## config.mk

```make
export PLATFORM = sky130hd
export DESIGN_NAME = signed_int_to_decimal_text_unit
export DESIGN_NICKNAME = d
export VERILOG_FILES = /design/src/sv/sidt_pkg.sv /design/src/sv/sidt_ucode_rom.sv /design/src/sv/sidt_datapath.sv /design/src/sv/signed_int_to_decimal_text_unit.sv
export SDC_FILE = /design/constraint.sdc
export NUM_CORES = 1
export LEC_CHECK = 0
export ABC_AREA = 1
export BUFFER_PORTS_ARGS = -buffer_cell sky130_fd_sc_hd__buf_4
export CORE_UTILIZATION = 45
export DETAILED_ROUTE_END_ITERATION = 12
export GPL_TIMING_DRIVEN = 0
export HOLD_SLACK_MARGIN = 0.03
export PLACE_DENSITY = 0.72
export SLEW_MARGIN = 0
export SYNTH_ARGS = -nofsm -noshare
export SYNTH_HDL_FRONTEND = slang
export SYNTH_SLANG_ARGS = --single-unit
```

## constraint.sdc

```tcl
create_clock -name clk -period 9.47 [get_ports clk]
set_input_delay 0.947 -clock clk [delete_from_list [all_inputs] [get_ports clk]]
set_output_delay 0.947 -clock clk [all_outputs]
set_load 0.1 [all_outputs]
```

## src/sv/sidt_pkg.sv

```systemverilog
// Shared types and constants for the signed integer to decimal text unit.
// Holds the microcode word layout, step codes, the datapath status group and ASCII codes.
// No dependencies.
package sidt_pkg;

    // Sequencer step address
    typedef logic [2:0] step_t;

    localparam int    NUM_STEPS    = 8;
    localparam step_t STEP_IDLE    = 3'd0;
    localparam step_t STEP_SIGN    = 3'd1;
    localparam step_t STEP_DABBLE  = 3'd2;
    localparam step_t STEP_NORM    = 3'd3;
    localparam step_t STEP_PADSET  = 3'd4;
    localparam step_t STEP_PAD     = 3'd5;
    localparam step_t STEP_DIGIT   = 3'd6;
    localparam step_t STEP_TERM    = 3'd7;

    // Datapath operation selected by the control word
    typedef enum logic [2:0] {
        OP_IDLE,
        OP_SIGN,
        OP_DABBLE,
        OP_NORM,
        OP_PADSET,
        OP_PAD,
        OP_DIGIT,
        OP_TERM
    } op_t;

    // Jump condition: taken jumps go to the target, else fall through
    typedef enum logic [2:0] {
        COND_NEXT,
        COND_ALWAYS,
        COND_WAIT_START,
        COND_BITS_MORE,
        COND_NORM_MORE,
        COND_PAD_MORE,
        COND_DIGIT_MORE
    } cond_t;

    typedef struct packed {
        op_t   op;
        cond_t cond;
        step_t target;
    } ucode_t;

    // Loop flags reported by the datapath to the sequencer
    typedef struct packed {
        logic bits_more;
        logic norm_more;
        logic pad_more;
        logic digit_more;
    } dp_status_t;

    // ASCII codes
    localparam logic [7:0] CHAR_ZERO  = 8'h30;
    localparam logic [7:0] CHAR_MINUS = 8'h2D;
    localparam logic [7:0] CHAR_PLUS  = 8'h2B;
    localparam logic [7:0] CHAR_SPACE = 8'h20;
    localparam logic [7:0] CHAR_NUL   = 8'h00;

endpackage

```

## src/sv/sidt_ucode_rom.sv

```systemverilog
// Microcode program store for the signed integer to decimal text unit.
// One control word per sequencer step. Depends on sidt_pkg.
module sidt_ucode_rom (
    input  sidt_pkg::step_t  step,
    output sidt_pkg::ucode_t word
);
    import sidt_pkg::*;

    // Program: wait, sign, convert, strip leading zeros, pad, digits, terminator
    localparam ucode_t UCODE [0:NUM_STEPS-1] = '{
        '{op: OP_IDLE,   cond: COND_WAIT_START, target: STEP_IDLE},
        '{op: OP_SIGN,   cond: COND_NEXT,       target: STEP_IDLE},
        '{op: OP_DABBLE, cond: COND_BITS_MORE,  target: STEP_DABBLE},
        '{op: OP_NORM,   cond: COND_NORM_MORE,  target: STEP_NORM},
        '{op: OP_PADSET, cond: COND_NEXT,       target: STEP_IDLE},
        '{op: OP_PAD,    cond: COND_PAD_MORE,   target: STEP_PAD},
        '{op: OP_DIGIT,  cond: COND_DIGIT_MORE, target: STEP_DIGIT},
        '{op: OP_TERM,   cond: COND_ALWAYS,     target: STEP_IDLE}
    };

    // Look up the control word for the current step
    assign word = UCODE[step];

endmodule

```

## src/sv/sidt_datapath.sv

```systemverilog
// Datapath of the signed integer to decimal text unit: operand capture,
// shift-and-add-3 binary to BCD, digit normalize and character output.
// Depends on sidt_pkg.
module sidt_datapath #(
    parameter int VALUE_BITS    = 64,
    parameter int MAX_PRECISION = 62
) (
    input  logic                   clk,
    input  logic                   rst_n,
    input  sidt_pkg::op_t          op,
    input  logic                   start,
    input  logic signed [63:0]     value,
    input  logic                   force_plus,
    input  logic                   space_sign,
    input  logic signed [6:0]      min_digits,
    output sidt_pkg::dp_status_t   status,
    output logic                   strobe,
    output logic [7:0]             text_char,
    output logic                   last
);
    import sidt_pkg::*;

    localparam int BCD_DIGITS = (VALUE_BITS * 30103) / 100000 + 1;
    localparam int BCD_BITS   = 4 * BCD_DIGITS;
    localparam int CNT_W      = $clog2(VALUE_BITS + 1);
    localparam int DC_W       = $clog2(BCD_DIGITS + 1);
    localparam int PREC_W     = $clog2(MAX_PRECISION + 1);
    localparam int CMP_W      = (PREC_W > DC_W) ? PREC_W : DC_W;

    // Control state
    logic [CNT_W-1:0]      bit_cnt_reg, bit_cnt_next;
    logic [DC_W-1:0]       dc_reg, dc_next;
    logic [PREC_W-1:0]     pad_reg, pad_next;
    logic                  strobe_reg, strobe_next;

    // Payload state
    logic [VALUE_BITS-1:0] mag_reg, mag_next;
    logic [BCD_BITS-1:0]   bcd_reg, bcd_next;
    logic [PREC_W-1:0]     prec_reg, prec_next;
    logic                  has_prec_reg, has_prec_next;
    logic                  zero_reg, zero_next;
    logic                  skip_reg, skip_next;
    logic                  sign_en_reg, sign_en_next;
    logic [7:0]            sign_char_reg, sign_char_next;
    logic [7:0]            char_reg, char_next;
    logic                  last_reg, last_next;

    logic [VALUE_BITS-1:0] in_val;
    logic                  in_neg;
    logic [BCD_BITS-1:0]   bcd_adj;
    logic [3:0]            top_digit;

    assign in_val    = value[VALUE_BITS-1:0];
    assign in_neg    = in_val[VALUE_BITS-1];
    assign top_digit = bcd_reg[BCD_BITS-1 -: 4];

    // Add 3 to every digit of 5 or more before the shift
    always_comb
    begin
        for (int i = 0; i < BCD_DIGITS; i++)
        begin
            if (bcd_reg[4*i +: 4] >= 4'd5)
                bcd_adj[4*i +: 4] = bcd_reg[4*i +: 4] + 4'd3;
            else
                bcd_adj[4*i +: 4] = bcd_reg[4*i +: 4];
        end
    end

    // Report loop conditions
    assign status.bits_more  = (bit_cnt_reg > CNT_W'(1));
    assign status.norm_more  = (top_digit == 4'h0) && (dc_reg > DC_W'(1));
    assign status.pad_more   = (pad_reg > PREC_W'(1));
    assign status.digit_more = (dc_reg > DC_W'(1));

    // Next-state logic per operation
    always_comb
    begin
        bit_cnt_next   = bit_cnt_reg;
        dc_next        = dc_reg;
        pad_next       = pad_reg;
        strobe_next    = 1'b0;
        mag_next       = mag_reg;
        bcd_next       = bcd_reg;
        prec_next      = prec_reg;
        has_prec_next  = has_prec_reg;
        zero_next      = zero_reg;
        skip_next      = skip_reg;
        sign_en_next   = sign_en_reg;
        sign_char_next = sign_char_reg;
        char_next      = char_reg;
        last_next      = 1'b0;

        case (op)
            OP_IDLE:
            begin
                // Capture the transaction
                if (start)
                begin
                    mag_next      = in_neg ? (~in_val + VALUE_BITS'(1)) : in_val;
                    bcd_next      = '0;
                    bit_cnt_next  = CNT_W'(VALUE_BITS);
                    dc_next       = DC_W'(BCD_DIGITS);
                    has_prec_next = ~min_digits[6];
                    if (7'(min_digits[5:0]) > 7'(MAX_PRECISION))
                        prec_next = PREC_W'(MAX_PRECISION);
                    else
                        prec_next = PREC_W'(min_digits[5:0]);
                    zero_next     = (in_val == '0);
                    if (in_neg)
                    begin
                        sign_en_next   = 1'b1;
                        sign_char_next = CHAR_MINUS;
                    end
                    else if (force_plus)
                    begin
                        sign_en_next   = 1'b1;
                        sign_char_next = CHAR_PLUS;
                    end
                    else
                    begin
                        sign_en_next   = space_sign;
                        sign_char_next = CHAR_SPACE;
                    end
                end
            end
            OP_SIGN:
            begin
                strobe_next = sign_en_reg;
                char_next   = sign_char_reg;
            end
            OP_DABBLE:
            begin
                // Shift one magnitude bit into the BCD register
                bcd_next     = {bcd_adj[BCD_BITS-2:0], mag_reg[VALUE_BITS-1]};
                mag_next     = {mag_reg[VALUE_BITS-2:0], 1'b0};
                bit_cnt_next = bit_cnt_reg - CNT_W'(1);
            end
            OP_NORM:
            begin
                // Drop a leading zero digit, keep at least one
                if (status.norm_more)
                begin
                    bcd_next = {bcd_reg[BCD_BITS-5:0], 4'h0};
                    dc_next  = dc_reg - DC_W'(1);
                end
            end
            OP_PADSET:
            begin
                if (has_prec_reg && (CMP_W'(prec_reg) > CMP_W'(dc_reg)))
                    pad_next = PREC_W'(CMP_W'(prec_reg) - CMP_W'(dc_reg));
                else
                    pad_next = '0;
                skip_next = has_prec_reg && (prec_reg == '0) && zero_reg;
            end
            OP_PAD:
            begin
                if (pad_reg != '0)
                begin
                    strobe_next = 1'b1;
                    char_next   = CHAR_ZERO;
                    pad_next    = pad_reg - PREC_W'(1);
                end
            end
            OP_DIGIT:
            begin
                // Emit the most significant digit and advance
                strobe_next = ~skip_reg;
                char_next   = CHAR_ZERO + {4'h0, top_digit};
                bcd_next    = {bcd_reg[BCD_BITS-5:0], 4'h0};
                dc_next     = dc_reg - DC_W'(1);
            end
            OP_TERM:
            begin
                strobe_next = 1'b1;
                char_next   = CHAR_NUL;
                last_next   = 1'b1;
            end
            default:
            begin
                strobe_next = 1'b0;
            end
        endcase
    end

    // Hold control state
    always_ff @(posedge clk or negedge rst_n)
    begin
        if (!rst_n)
        begin
            bit_cnt_reg <= '0;
            dc_reg      <= '0;
            pad_reg     <= '0;
            strobe_reg  <= 1'b0;
        end
        else
        begin
            bit_cnt_reg <= bit_cnt_next;
            dc_reg      <= dc_next;
            pad_reg     <= pad_next;
            strobe_reg  <= strobe_next;
        end
    end

    // Hold payload state
    always_ff @(posedge clk)
    begin
        mag_reg       <= mag_next;
        bcd_reg       <= bcd_next;
        prec_reg      <= prec_next;
        has_prec_reg  <= has_prec_next;
        zero_reg      <= zero_next;
        skip_reg      <= skip_next;
        sign_en_reg   <= sign_en_next;
        sign_char_reg <= sign_char_next;
        char_reg      <= char_next;
        last_reg      <= last_next;
    end

    assign strobe    = strobe_reg;
    assign text_char = char_reg;
    assign last      = last_reg;

endmodule

```

## src/sv/signed_int_to_decimal_text_unit.sv

```systemverilog
// Top level of the signed integer to decimal text unit: microcode sequencer
// over sidt_ucode_rom and sidt_datapath. Depends on sidt_pkg.
//
//  Channel | Ports                                          | Handshake
//  --------+------------------------------------------------+------------------------
//  input   | value, force_plus, space_sign, min_digits      | start high, busy low
//  result  | text_char, last                                | strobe, one cycle
//
// One transaction keeps busy high from the sign step through the terminator
// step, and no new transaction is taken until busy falls. The shift-and-add-3
// loop takes one magnitude bit per cycle; the sign character leaves before it,
// pad zeros and digits after it. Reset returns the sequencer to its wait
// step. Results cannot be stalled; the terminator with last set is shown as
// busy falls.
module signed_int_to_decimal_text_unit #(
    parameter int VALUE_BITS    = 64,
    parameter int MAX_PRECISION = 62
) (
    input  logic               clk,
    input  logic               rst_n,
    input  logic               start,
    output logic               busy,
    input  logic signed [63:0] value,
    input  logic               force_plus,
    input  logic               space_sign,
    input  logic signed [6:0]  min_digits,
    output logic               strobe,
    output logic [7:0]         text_char,
    output logic               last
);
    import sidt_pkg::*;

    step_t      pc_reg, pc_next;
    ucode_t     ctrl;
    dp_status_t status;
    logic       take;

    sidt_ucode_rom u_rom (
        .step (pc_reg),
        .word (ctrl)
    );

    sidt_datapath #(
        .VALUE_BITS    (VALUE_BITS),
        .MAX_PRECISION (MAX_PRECISION)
    ) u_dp (
        .clk        (clk),
        .rst_n      (rst_n),
        .op         (ctrl.op),
        .start      (start),
        .value      (value),
        .force_plus (force_plus),
        .space_sign (space_sign),
        .min_digits (min_digits),
        .status     (status),
        .strobe     (strobe),
        .text_char  (text_char),
        .last       (last)
    );

    // Evaluate the jump condition
    always_comb
    begin
        case (ctrl.cond)
            COND_NEXT:       take = 1'b0;
            COND_ALWAYS:     take = 1'b1;
            COND_WAIT_START: take = ~start;
            COND_BITS_MORE:  take = status.bits_more;
            COND_NORM_MORE:  take = status.norm_more;
            COND_PAD_MORE:   take = status.pad_more;
            COND_DIGIT_MORE: take = status.digit_more;
            default:         take = 1'b0;
        endcase
        pc_next = take ? ctrl.target : pc_reg + step_t'(1);
    end

    // Advance the step counter
    always_ff @(posedge clk or negedge rst_n)
    begin
        if (!rst_n)
            pc_reg <= STEP_IDLE;
        else
            pc_reg <= pc_next;
    end

    assign busy = (pc_reg != STEP_IDLE);

`ifndef NO_ASSERTIONS
    // An accepted transaction makes the unit busy
    a_accept_busy: assert property (@(posedge clk) disable iff (!rst_n)
        (start && !busy) |=> busy)
        else $error("accepted transaction did not raise busy");

    // The terminator arrives exactly as the unit goes idle
    a_term_idle: assert property (@(posedge clk) disable iff (!rst_n)
        (strobe && last) |-> !busy)
        else $error("terminator while still busy");

    // Non-terminal characters only appear while busy
    a_char_busy: assert property (@(posedge clk) disable iff (!rst_n)
        (strobe && !last) |-> busy)
        else $error("character emitted while idle");

    // The terminator carries a NUL and no other result does
    a_term_nul: assert property (@(posedge clk) disable iff (!rst_n)
        strobe |-> ((text_char == CHAR_NUL) == last))
        else $error("terminator and NUL character disagree");
`endif

endmodule
```

# Word-level counts from Yosys, hierarchy flattened
# Memory sizes are Yosys's and may differ from the RTL's.
# Index checks and enable logic that the tools add are counted.
[totals] romBits=72 output_inout_bits=11 reg_bits=193 wordCells=156 n_memories=1
[mem_list] memory="(name not given)" words=8 word_bits=9 read_ports=1 rd_ports_with_merged_regs=0 wr=0 line="sidt_ucode_rom.sv:22" source="assign word = UCODE[step];"
[op_classes] n_lt_le_gt_ge=26 n_reduce_logical=22 add_sub_neg=27 bitwise=5 muxes=44 eq_ne=16
[op_table] cell="80-bit case mux with 4 select lines" count=1
[op_table] cell="80-bit two-way mux" count=2
[op_table] cell="64-bit two-way mux" count=2
[op_table] cell="64-bit case mux with 2 select lines" count=1
[op_table] cell="4-bit by 3-bit >= comparator with 1-bit output (second input constant)" count=20
[op_table] cell="4-bit two-way mux" count=20
[op_table] cell="4-bit by 2-bit adder with 4-bit output (second input constant)" count=19
[op_table] cell="64-bit by 1-bit adder with 64-bit output (second input constant)" count=1
[op_table] cell="64-bit zero test" count=1
[op_table] cell="64-bit NOT" count=1
[op_table] cell="8-bit case mux with 4 select lines" count=1
[op_table] cell="3-bit == test (second input constant)" count=7
[op_table] cell="9-bit two-way mux" count=2
[op_table] cell="5-bit case mux with 3 select lines" count=1
[op_table] cell="7-bit case mux with 2 select lines" count=1
[op_table] cell="3-bit by 2-bit == test with 1-bit output (second input constant)" count=4
[op_table] cell="6-bit two-way mux" count=2
[op_table] cell="6-bit case mux with 2 select lines" count=1
[op_table] cell="5-bit two-way mux" count=2
[op_table] cell="8-bit two-way mux" count=1
[op_table] cell="2-bit AND reduction" count=4
[op_table] cell="4-bit nonzero test" count=2
[op_table] cell="6-bit by 4-bit adder with 7-bit output (first input constant)" count=1
[op_table] cell="7-bit by 1-bit greater-than comparator with 1-bit output (second input constant)" count=1
[op_table] cell="other kinds (30)" count=42

# Depth between registers and ports, before layout
# Gate-level depths: netlist of the first run.
[depth] ltp_word=7 ltp_mapped=13 mapped_depth_nobuf=13

# Cells and area by module
# A second synthesis of the first run with hierarchy kept.
[hier_totals] hier_cells=1569 hier_area_um2=12408.2
[modules_own_cells] mod="sidt_datapath" seq_area_each_um2=5390.2 cells_each=1510 n_inst=1 area_per_inst_um2=12019.0
[modules_own_cells] mod="signed_int_to_decimal_text_unit" seq_area_each_um2=75.1 cells_each=34 n_inst=1 area_per_inst_um2=246.5
[modules_own_cells] mod="sidt_ucode_rom" seq_area_each_um2=0.0 cells_each=25 n_inst=1 area_per_inst_um2=142.6

# Worst setup path after synthesis of the first run
# No wires, ideal clock.
[synth_timing] path_kind="register -> register" from="reg pc_reg[1]" to="reg u_dp.bcd_reg[0], enable pin" required_ns=8.823 t_arrival_ns=7.572 path_slack_ns=1.251 synth_period_minus_slack_ns=8.219 setup_ns=0.647 path_stages_with_launch=7 path_cell_list="dfrtp_1 -> inv_1 -> ha_1 -> inv_1 -> nor2_1 -> inv_1 -> a221oi_1"
[synth_between] elab_chain_cells=7
[synth_lines] item="from (decl)" line="signed_int_to_decimal_text_unit.sv:33" source="step_t pc_reg, pc_next;"
[synth_lines] item="from (signal assigned)" line="signed_int_to_decimal_text_unit.sv:83" source="pc_reg <= pc_next;"
[synth_lines] item="3-bit NOT with 4-bit output (implied by the code) *" line="sidt_ucode_rom.sv:22"
[synth_lines] item="memory 8 x 9 bit *"
[synth_lines] item="9-bit two-way mux (implied by the code) * (2 in a row)" line="sidt_ucode_rom.sv:22"
[synth_lines] item="3-bit by 2-bit == test with 1-bit output, or another cell as far along" line="sidt_datapath.sv:93" source="case (op)"
[synth_lines] item="4-bit nonzero test (no source line) / 2-bit inequality test (equally long branches)"
[synth_lines] item="3-bit AND reduction (no source line) *"
[synth_lines] item="to (signal assigned)" line="sidt_datapath.sv:208" source="bcd_reg <= bcd_next;"
[synth_lines] item="to (decl)" line="sidt_datapath.sv:38" source="logic [BCD_BITS-1:0] bcd_reg, bcd_next;"
# Mark *: on every way between the ends. The rest lies on a longest branch, timed or not. The select of a mux whose other input is x is not followed.
# A chain may end at the register's enable or synchronous reset.

# Worst setup path after layout of the first run
[layout_timing] from="reg pc_reg[0]" to="out busy"
[layout_between] elab_chain_cells=1
[layout_lines] item="3-bit nonzero test" line="signed_int_to_decimal_text_unit.sv:86" source="assign busy = (pc_reg != STEP_IDLE);"
[layout_lines] item="to (decl)" line="signed_int_to_decimal_text_unit.sv:22" source="output logic busy,"
# Every way passes these cells.

==> results of run 1 <==
## where the power goes
group | total [W] | internal, W | switching (W)
Combinational | 0.000135 | 0.0000516 | 0.0000835
Clock | 0.000729 | 0.000382 | 0.000347
Sequential | 0.000887 | 0.000887 | 0
Total | 0.00175 | 0.00132 | 0.000430
## metal layers
metal | vias to the layer above | track usage [%] | wire (µm)
li1 | 5471 | - | -
met1 | 5209 | 31.9 | 15200
met2 | 360 | 39.1 | 15200
met3 | 35 | 3.53 | 1840
met4 | 0 | 6.36 | 508
met5 | - | 0 | 0
## cell families after synthesis
family | share of synthesized area, %
simple gates | 27.2
buf+inv | 7.51
compound gates | 11.4
xor+xnor | 3.60
other cells | 0.0302
flops | 44.0
fa+ha+maj | 6.21
## how the worst max path moves through the flow
stage,end,startpoint,cells after the start
floorplan,u_dp.bcd_reg[0],pc_reg[1],6
global placement,u_dp.bcd_reg[40],pc_reg[1],6
detailed placement,u_dp.mag_reg[62],value[0],12
CTS,busy,pc_reg[0],6
global route,u_dp.bit_cnt_reg[4],pc_reg[0],11
finish,busy,pc_reg[0],6
## area by class of cell
cell class,instances,area [µm²],area share (%)
flip-flops and latches,186,5470,38.3
multi-input cells,1146,6040,42.4
inverters,191,717,5.03
repair buffers,91,791,5.55
plain buffers,46,215,1.51
well taps,341,427,2.99
clock inverters,12,123,0.860
clock buffers,20,479,3.36
## cells in the final DEF, fill, tap and decap left out, types with 21 or more instances in the layout
master and count:
sky130_fd_sc_hd__a21oi_1 24, sky130_fd_sc_hd__buf_4 88, sky130_fd_sc_hd__clkbuf_1 26, sky130_fd_sc_hd__dfrtp_1 22
sky130_fd_sc_hd__edfxtp_1 163, sky130_fd_sc_hd__ha_1 60, sky130_fd_sc_hd__inv_1 190, sky130_fd_sc_hd__nand2_1 403
sky130_fd_sc_hd__nand3_1 133, sky130_fd_sc_hd__nand4_1 24, sky130_fd_sc_hd__nor2_1 166, sky130_fd_sc_hd__o21ai_0 149
sky130_fd_sc_hd__o22ai_1 25, sky130_fd_sc_hd__or2_2 21, sky130_fd_sc_hd__xor2_1 43
## worst register-to-register path, cell delays in order, from the launching register on
cell	delay, ns
sky130_fd_sc_hd__dfrtp_1	0.45
sky130_fd_sc_hd__inv_1	0.13
sky130_fd_sc_hd__ha_1	0.23
sky130_fd_sc_hd__inv_1	0.11
sky130_fd_sc_hd__nor2_4	0.30
sky130_fd_sc_hd__inv_2	0.13
sky130_fd_sc_hd__o21ai_4	0.67
sky130_fd_sc_hd__buf_16	0.26
sky130_fd_sc_hd__nand2_2	0.10
sky130_fd_sc_hd__inv_1	0.11
sky130_fd_sc_hd__nand2_1	0.06
sky130_fd_sc_hd__nand2_1	0.05
sky130_fd_sc_hd__nand3_1	0.06
## through the flow
stage,power (W),instances,util [%]
CTS,0.00176,2033,52.8
finish,0.00175,2033,52.8
detailed placement,0.00104,2001,50.5
floorplan,0.000975,1569,-
global placement,0.00104,1994,49.9
global route,0.00181,2033,52.8
==> results.md, run 1 <==
- The min-delay analysis places its worst path in the category input port to async pin.
- The post-cts gate resize count is 0.
- The number of global-route vias before repair came to 10,500.
- The detailed placer's ending HPWL is 25,100 µm.
- The leakage power of the design is 6.21 nW.
- The post-layout worst setup margin is 6.60 ns.
- The kind of end point of the critical path is an output pin.
- The endpoint identified for the worst register-to-register timing path is u_dp.bit_cnt_reg[6].
- In this run the tightest slew margin relative to its limit is 43.8%.
- The floorplan step set the die height to 168 µm.
- At the end of routability-driven placement, the weighted congestion stood at 0.986.
- The CTS tree is built.
- Hold is met by 0.401 ns.
- Setup repair after global routing left no endpoint under its margin.
- In the synthesized netlist, the cells that appear most often are 403 x sky130_fd_sc_hd__nand2_1, 190 x sky130_fd_sc_hd__inv_1, 166 x sky130_fd_sc_hd__nor2_1, 163 x sky130_fd_sc_hd__edfxtp_1, 149 x sky130_fd_sc_hd__o21ai_0.
- The longest clock path from root to sink contains 2 buffers.
- STA classifies the critical path startpoint as a register.
- The worst ir drop on vdd is 0.103 mV.
- The critical path's most frequent cell is sky130_fd_sc_hd__inv_1.
- The number of rows in the core area is 60.
- Once the floorplan was initialized, standard cells occupied 46.0% of the core.
- Walking the worst path, the cells encountered are inv_1 -> ha_1 -> inv_1 -> nor2_1 -> inv_1 -> buf_4.
- Prior to clock tree synthesis, the placed netlist has a worst setup slack of 6.47 ns.
- The top cell type by area accounts for 39.4% of the synthesized area.
- The setup violation total in the final timing report is 0.
- The placed instances occupy a cell area of 13,700 µm².
- In this design, the largest share of critical-path delay is due to buffers and inverters.
- The number of sinks handled by clock tree synthesis is 186.
- From left edge to right edge, the die measures 168 µm.
- The sequential area share after synthesis is between 40% and 50%.
- Of all nets on the critical path, the largest fanout is 6.
- Input and output buffers added on the ports amount to 84.
- For this run, the number of Yosys warnings is 0.
- The H-tree was split into 4 levels.
- The number of antenna violations at the first check in global routing is 0.
- The synthesized design contains about 190 register bits.
- The leftover overflow at the end of global routing is 0.
- The cell with the largest stage delay on the worst path is sky130_fd_sc_hd__dfrtp_1.
- The proportion of synthesized flip-flops having asynchronous set or reset is about an eighth.
- The worst reg-to-reg setup slack is approximately 6.7 ns.
- The I/O pin count is 87.
- The netlist uses 47 different library cells.
- The mean number of vias per cell is 5.45.
- STA puts the critical path data arrival time at approximately 1.9 ns.
- Among all flip-flop cells after synthesis, the most frequent one is sky130_fd_sc_hd__edfxtp_1.
- At the pin with the least slew margin, the transition time is approximately 0.84 ns.
- Clock skew on the completed layout was measured at 0.0159 ns.
- Counting cells, the worst reg-to-reg path comes to 12.
- The final wirelength is 32,800 µm.
- The pin count of the biggest net entering global routing is 32.
- The delay contributed by the slowest stage of the critical path is 0.45 ns.
- The dominant cell type by area after synthesis is sky130_fd_sc_hd__edfxtp_1.
- The run finished with clean final reports.
- The maximum operating frequency is 348 MHz.
- At the end of the flow, the number of nets in the layout was 1,816.
- In this run, the number of DRC markers left after iteration 0 of detailed routing was 1,132.
- The most common cell in the netlist is sky130_fd_sc_hd__nand2_1.
- The post-route netlist has 11.1% of its cells at a drive strength greater than 1.
- The tool flagged a number of max-cap violations equal to 0.
- After detailed routing, the number of remaining DRC violations is 0.
- The global routing usage summed across all routing layers is 23.5%.
- After synthesis the cells add up to 12,400 µm².
- The total count of max-transition violations in the final report is 0.
- The number of flip-flops under the largest register name is 80.
- The mean instance size in the synthesized netlist is 7.92 µm².
- In this run, post-CTS hold repair placed 0 buffers.
- The first-pass GRT wire length is 52,800 µm.
- The number of antenna diodes in the final layout is 0.
- In the final routed layout, each cell accounts on average for 16.1 µm.
- By startpoint and endpoint, the worst setup path is classified as register to output pin.
- The filler cell count in the final layout is 2,522.
- For the worst setup path, the data required time is 8.52 ns.
- The final hold violation count was 0.
- The floorplan step defined a die boundary enclosing 28,300 µm².
- Summing all non-filler instances in the final layout gives an area of around 14,000 µm².
- The final critical-path required period is between 2 and 3 ns.
- The root buffer cell is sky130_fd_sc_hd__clkbuf_16.
- The routed layout has 11,100 vias.
- Clock latency on the worst-skew pair, taken at its later pin, is 0.43 ns.
- Once detail routing completed, the nets flagged for antenna violations numbered 0.
- The final cycle utilization of the critical path is 30.3%.
- The total power density per cell area is 123 nW/µm².
- The startpoint identified for the worst register-to-register timing path is pc_reg[0].
- The sum of buffers and inverters on the critical path is 4.
- The number of clock buffers added by TritonCTS is 17.
- The number of enable flip-flop cells after synthesis is roughly 160.
- In this run the standard cell core region covers 27,000 µm².
- The cell count after synthesis came out at 1,568.
- The first detailed-routing pass ran for 5 iterations.
- Clock-pin slew was measured on the worst setup and hold paths at 0.08 ns.
- By area the synthesized netlist is led by sky130_fd_sc_hd__edfxtp_1 39%, sky130_fd_sc_hd__nand2_1 12%, sky130_fd_sc_hd__ha_1 6.0%.
- The setup TNS is 0 ns.
- The layout overhead on the synthesized area is 14.8%.
- The total setup buffers inserted after CTS is 0.
Power figures use the tool's default switching activity.
==> run 2: changes to the inputs <==
PLACE_DENSITY = 0.75   (was 0.72)
clock period = 2.5 ns   (was 9.47 ns; I/O delays follow)
==> run 2 against run 1 <==
First-iteration DRC count decreased by 12%. Sequential power increased to 3.8 times the previous value. Utilization increased by 0.28 points. Critical path type is now register to register.
==> results.md, run 2 (synthesis results as in run 1) <==
- The run finished with clean final reports.
- The final hold violation count is 0 (unchanged).
- The number of iterations in the first detailed-routing pass is 6 (+1).
- The post-route antenna net violation count is 0 (unchanged).
- The cell with the largest stage delay on the worst path is sky130_fd_sc_hd__dfrtp_1.
- The remaining routing DRC violations is 0 (unchanged).
- The detailed placer's ending HPWL was 25,100 µm (-0.26%).
- The maximum net fanout on the critical path is 10 (+4).
- The global routing usage summed across all routing layers is 24.4% (+0.93 points).
- The leftover overflow at the end of global routing is 0 (unchanged).
- The post-layout net count came to 1,823 (+0.39%).
- The kind of end point of the critical path is a register.
- TritonCTS built the clock tree.
- The post-placement cell area is 13,600 µm² (-0.17%).
- The actual transition at the worst max-transition pin is 0.763 ns (-0.0767 ns).
- The initial detailed-routing violation count is 995 (-12%).
- Subtracting the final worst setup slack from the clock period gives between 2 and 2.5 ns.
- The chip width came to 168 µm (unchanged).
- The critical path goes through ha_1 -> ha_1 -> nor2_4 -> buf_2 -> buf_2 -> o32ai_1.
- The number of rows in the core area was 60 (unchanged).
- The diode insertion count for antenna repair came to 0 (unchanged).
- The clock transition at the registers of the reported paths is 0.08 ns (about the same).
- The total power density per cell area is 477 nW/µm² (+290%).
- The worst reg-to-reg setup slack came to 0.17 ns (-6.52 ns).
- The max-cap check violation count is 0 (unchanged).
- In this run the critical register-to-register path is captured at u_dp.bcd_reg[36].
- The starting density of the core is 46.0% (unchanged).
- The worst ir drop on vdd was 0.431 mV (+320%).
- The delay contributed by the slowest stage of the critical path came to 0.46 ns (about the same).
- The average wire per standard cell is 16.4 µm (+1.9%).
- The number of global-route vias before repair is 11,100 (+5.6%).
- The I/O pin count is 87 (unchanged).
- The final cycle utilization of the critical path is 93.3%.
- The worst endpoint required time was 2.66 ns (-5.86 ns).
- The area of the core is 27,000 µm² (unchanged).
- The number of instances on the worst hold path is 2.
- The most frequent standard cell in the layout excluding fill and tap cells is sky130_fd_sc_hd__nand2_1.
- The number of cells on the worst reg-to-reg path is 6 (-6).
- The final weighted congestion in routability-driven placement was 0.965 (-2.2%).
- The mean number of vias per cell came to 5.55 (+1.9%).
- Static timing analysis puts the maximum clock frequency at 429 MHz.
- The number of flip-flops under the largest register name is 80 (unchanged).
- The tightest slew margin relative to the limit is 49.1% (+5.3 points).
- In this run the worst setup path begins at pc_reg[0].
- The root buffer cell chosen for the clock tree is sky130_fd_sc_hd__clkbuf_16.
- The die area is 28,300 µm² (unchanged).
- The total count of max-transition violations in the final report is 0 (unchanged).
- The arrival time at the worst endpoint is 2.49 ns (+0.57 ns).
- The critical setup path kind is register to register.
- Following the worst setup path forward leads to its endpoint at u_dp.bcd_reg[36].
- The startpoint class of the critical path is a register.
- The number of sinks handled by clock tree synthesis is 186 (unchanged).
- The number of antenna violations at the first check in global routing is 0 (unchanged).
- The total chip power is 0.00684 W (+290%).
- The layout overhead on the synthesized area is 15.4%.
- The critical register-to-register path startpoint is pc_reg[0].
- The first-pass GRT wire length is 54,900 µm (+3.9%).
- The share of cells above drive strength 1 was 11.9% (+0.84 points).
- The leakage power of the design was 6.24 nW (+0.36%).
- The post-layout instance area is 14,300 µm² (+0.53%).
- The min-delay analysis places its worst path in the category input port to register.
- The worst-skew pair later-pin latency is 0.45 ns (+0.02 ns).
- The setup violation total in the final timing report came to 0 (unchanged).
- The number of buffers created by CTS came to 17 (unchanged).
- The final wirelength is 33,500 µm (+2.2%).
- The pin count of the biggest net entering global routing was 33 (+3.1%).
- The count of input and output buffers is 84 (unchanged).
- The number of levels the H-tree was split into is 4 (unchanged).
- The number of vias after detailed routing is 11,300 (+2.2%).
- The worst clock skew is 0.0199 ns (+0.00403 ns).
- The worst hold path begins at min_digits[6].
- The worst-case clock buffer depth is 2 (unchanged).
- The height of the die was 168 µm (unchanged).
- Leaving out fill and tap cells, the most frequent cells in the layout are 403 x sky130_fd_sc_hd__nand2_1, 185 x sky130_fd_sc_hd__inv_1, 165 x sky130_fd_sc_hd__nor2_1.
- Setup repair after global routing left no endpoint under its margin.
run 2: power by group:
part           leakage [nW]  switching [W]  internal, W  total (W)
combinational          4.03       0.000321     0.000196   0.000518
sequential             1.90              0      0.00336    0.00336
clock                 0.302        0.00134      0.00162    0.00296
run 2: how the worst min path moves through the flow:
stage	slack (ns)	to
2_1_floorplan	-0.05	pc_reg[0]
3_3_place_gp	0.17	u_dp.bit_cnt_reg[1]
3_5_place_dp	0.17	u_dp.bit_cnt_reg[5]
4_1_cts	0.04	u_dp.has_prec_reg
5_1_grt	0.04	u_dp.has_prec_reg
6_report	0.05	u_dp.has_prec_reg
run 2: worst max-delay path, delay by kind of cell, from the launching register on:
kind            cells  cell delay [ns]
flops               1             0.46
simple gates        1             0.29
fa+ha+maj           2             0.56
buf+inv             2             0.60
compound gates      1             0.12
run 2: repair_timing:
item	in CTS	in global routing
gates resized for setup	1	3
setup endpoints to repair	83	22
hold buffers	1	0
pin swaps	2	0
hold endpoints to repair	22	0
cloned	0	0
buffers inserted	7	0
run 2: metal layers:
layer	track usage (%)	wire, µm	up-vias
li1	-	-	5466
met3	4.49	2300	61
met1	31.8	14800	5327
met2	40.7	15500	466
met4	8.93	894	0
met5	0	0	-
run 2: stage by stage:
stage               setup WS (ns)  hold WS [ns]  cells  setup TNS, ns  util, %
global placement            -2.12         0.167   1994        -242.08     50.0
CTS                        0.0368        0.0446   2040              0     53.0
floorplan                   -1.48       -0.0456   1569        -129.98        -
detailed placement         -0.239         0.170   2000          -5.87     50.4
global route               0.0531        0.0416   2040              0     53.0
finish                      0.168        0.0537   2040              0     53.0
run 2: final cells by class:
cell class	count	area, µm²
Buffer	46	218
Clock buffer	17	425
Sequential cell	186	5470
Tap cell	341	427
Inverter	191	721
Clock inverter	15	205
Timing Repair Buffer	98	806
Fill cell	2484	12700
Multi-Input combinational cell	1146	6070
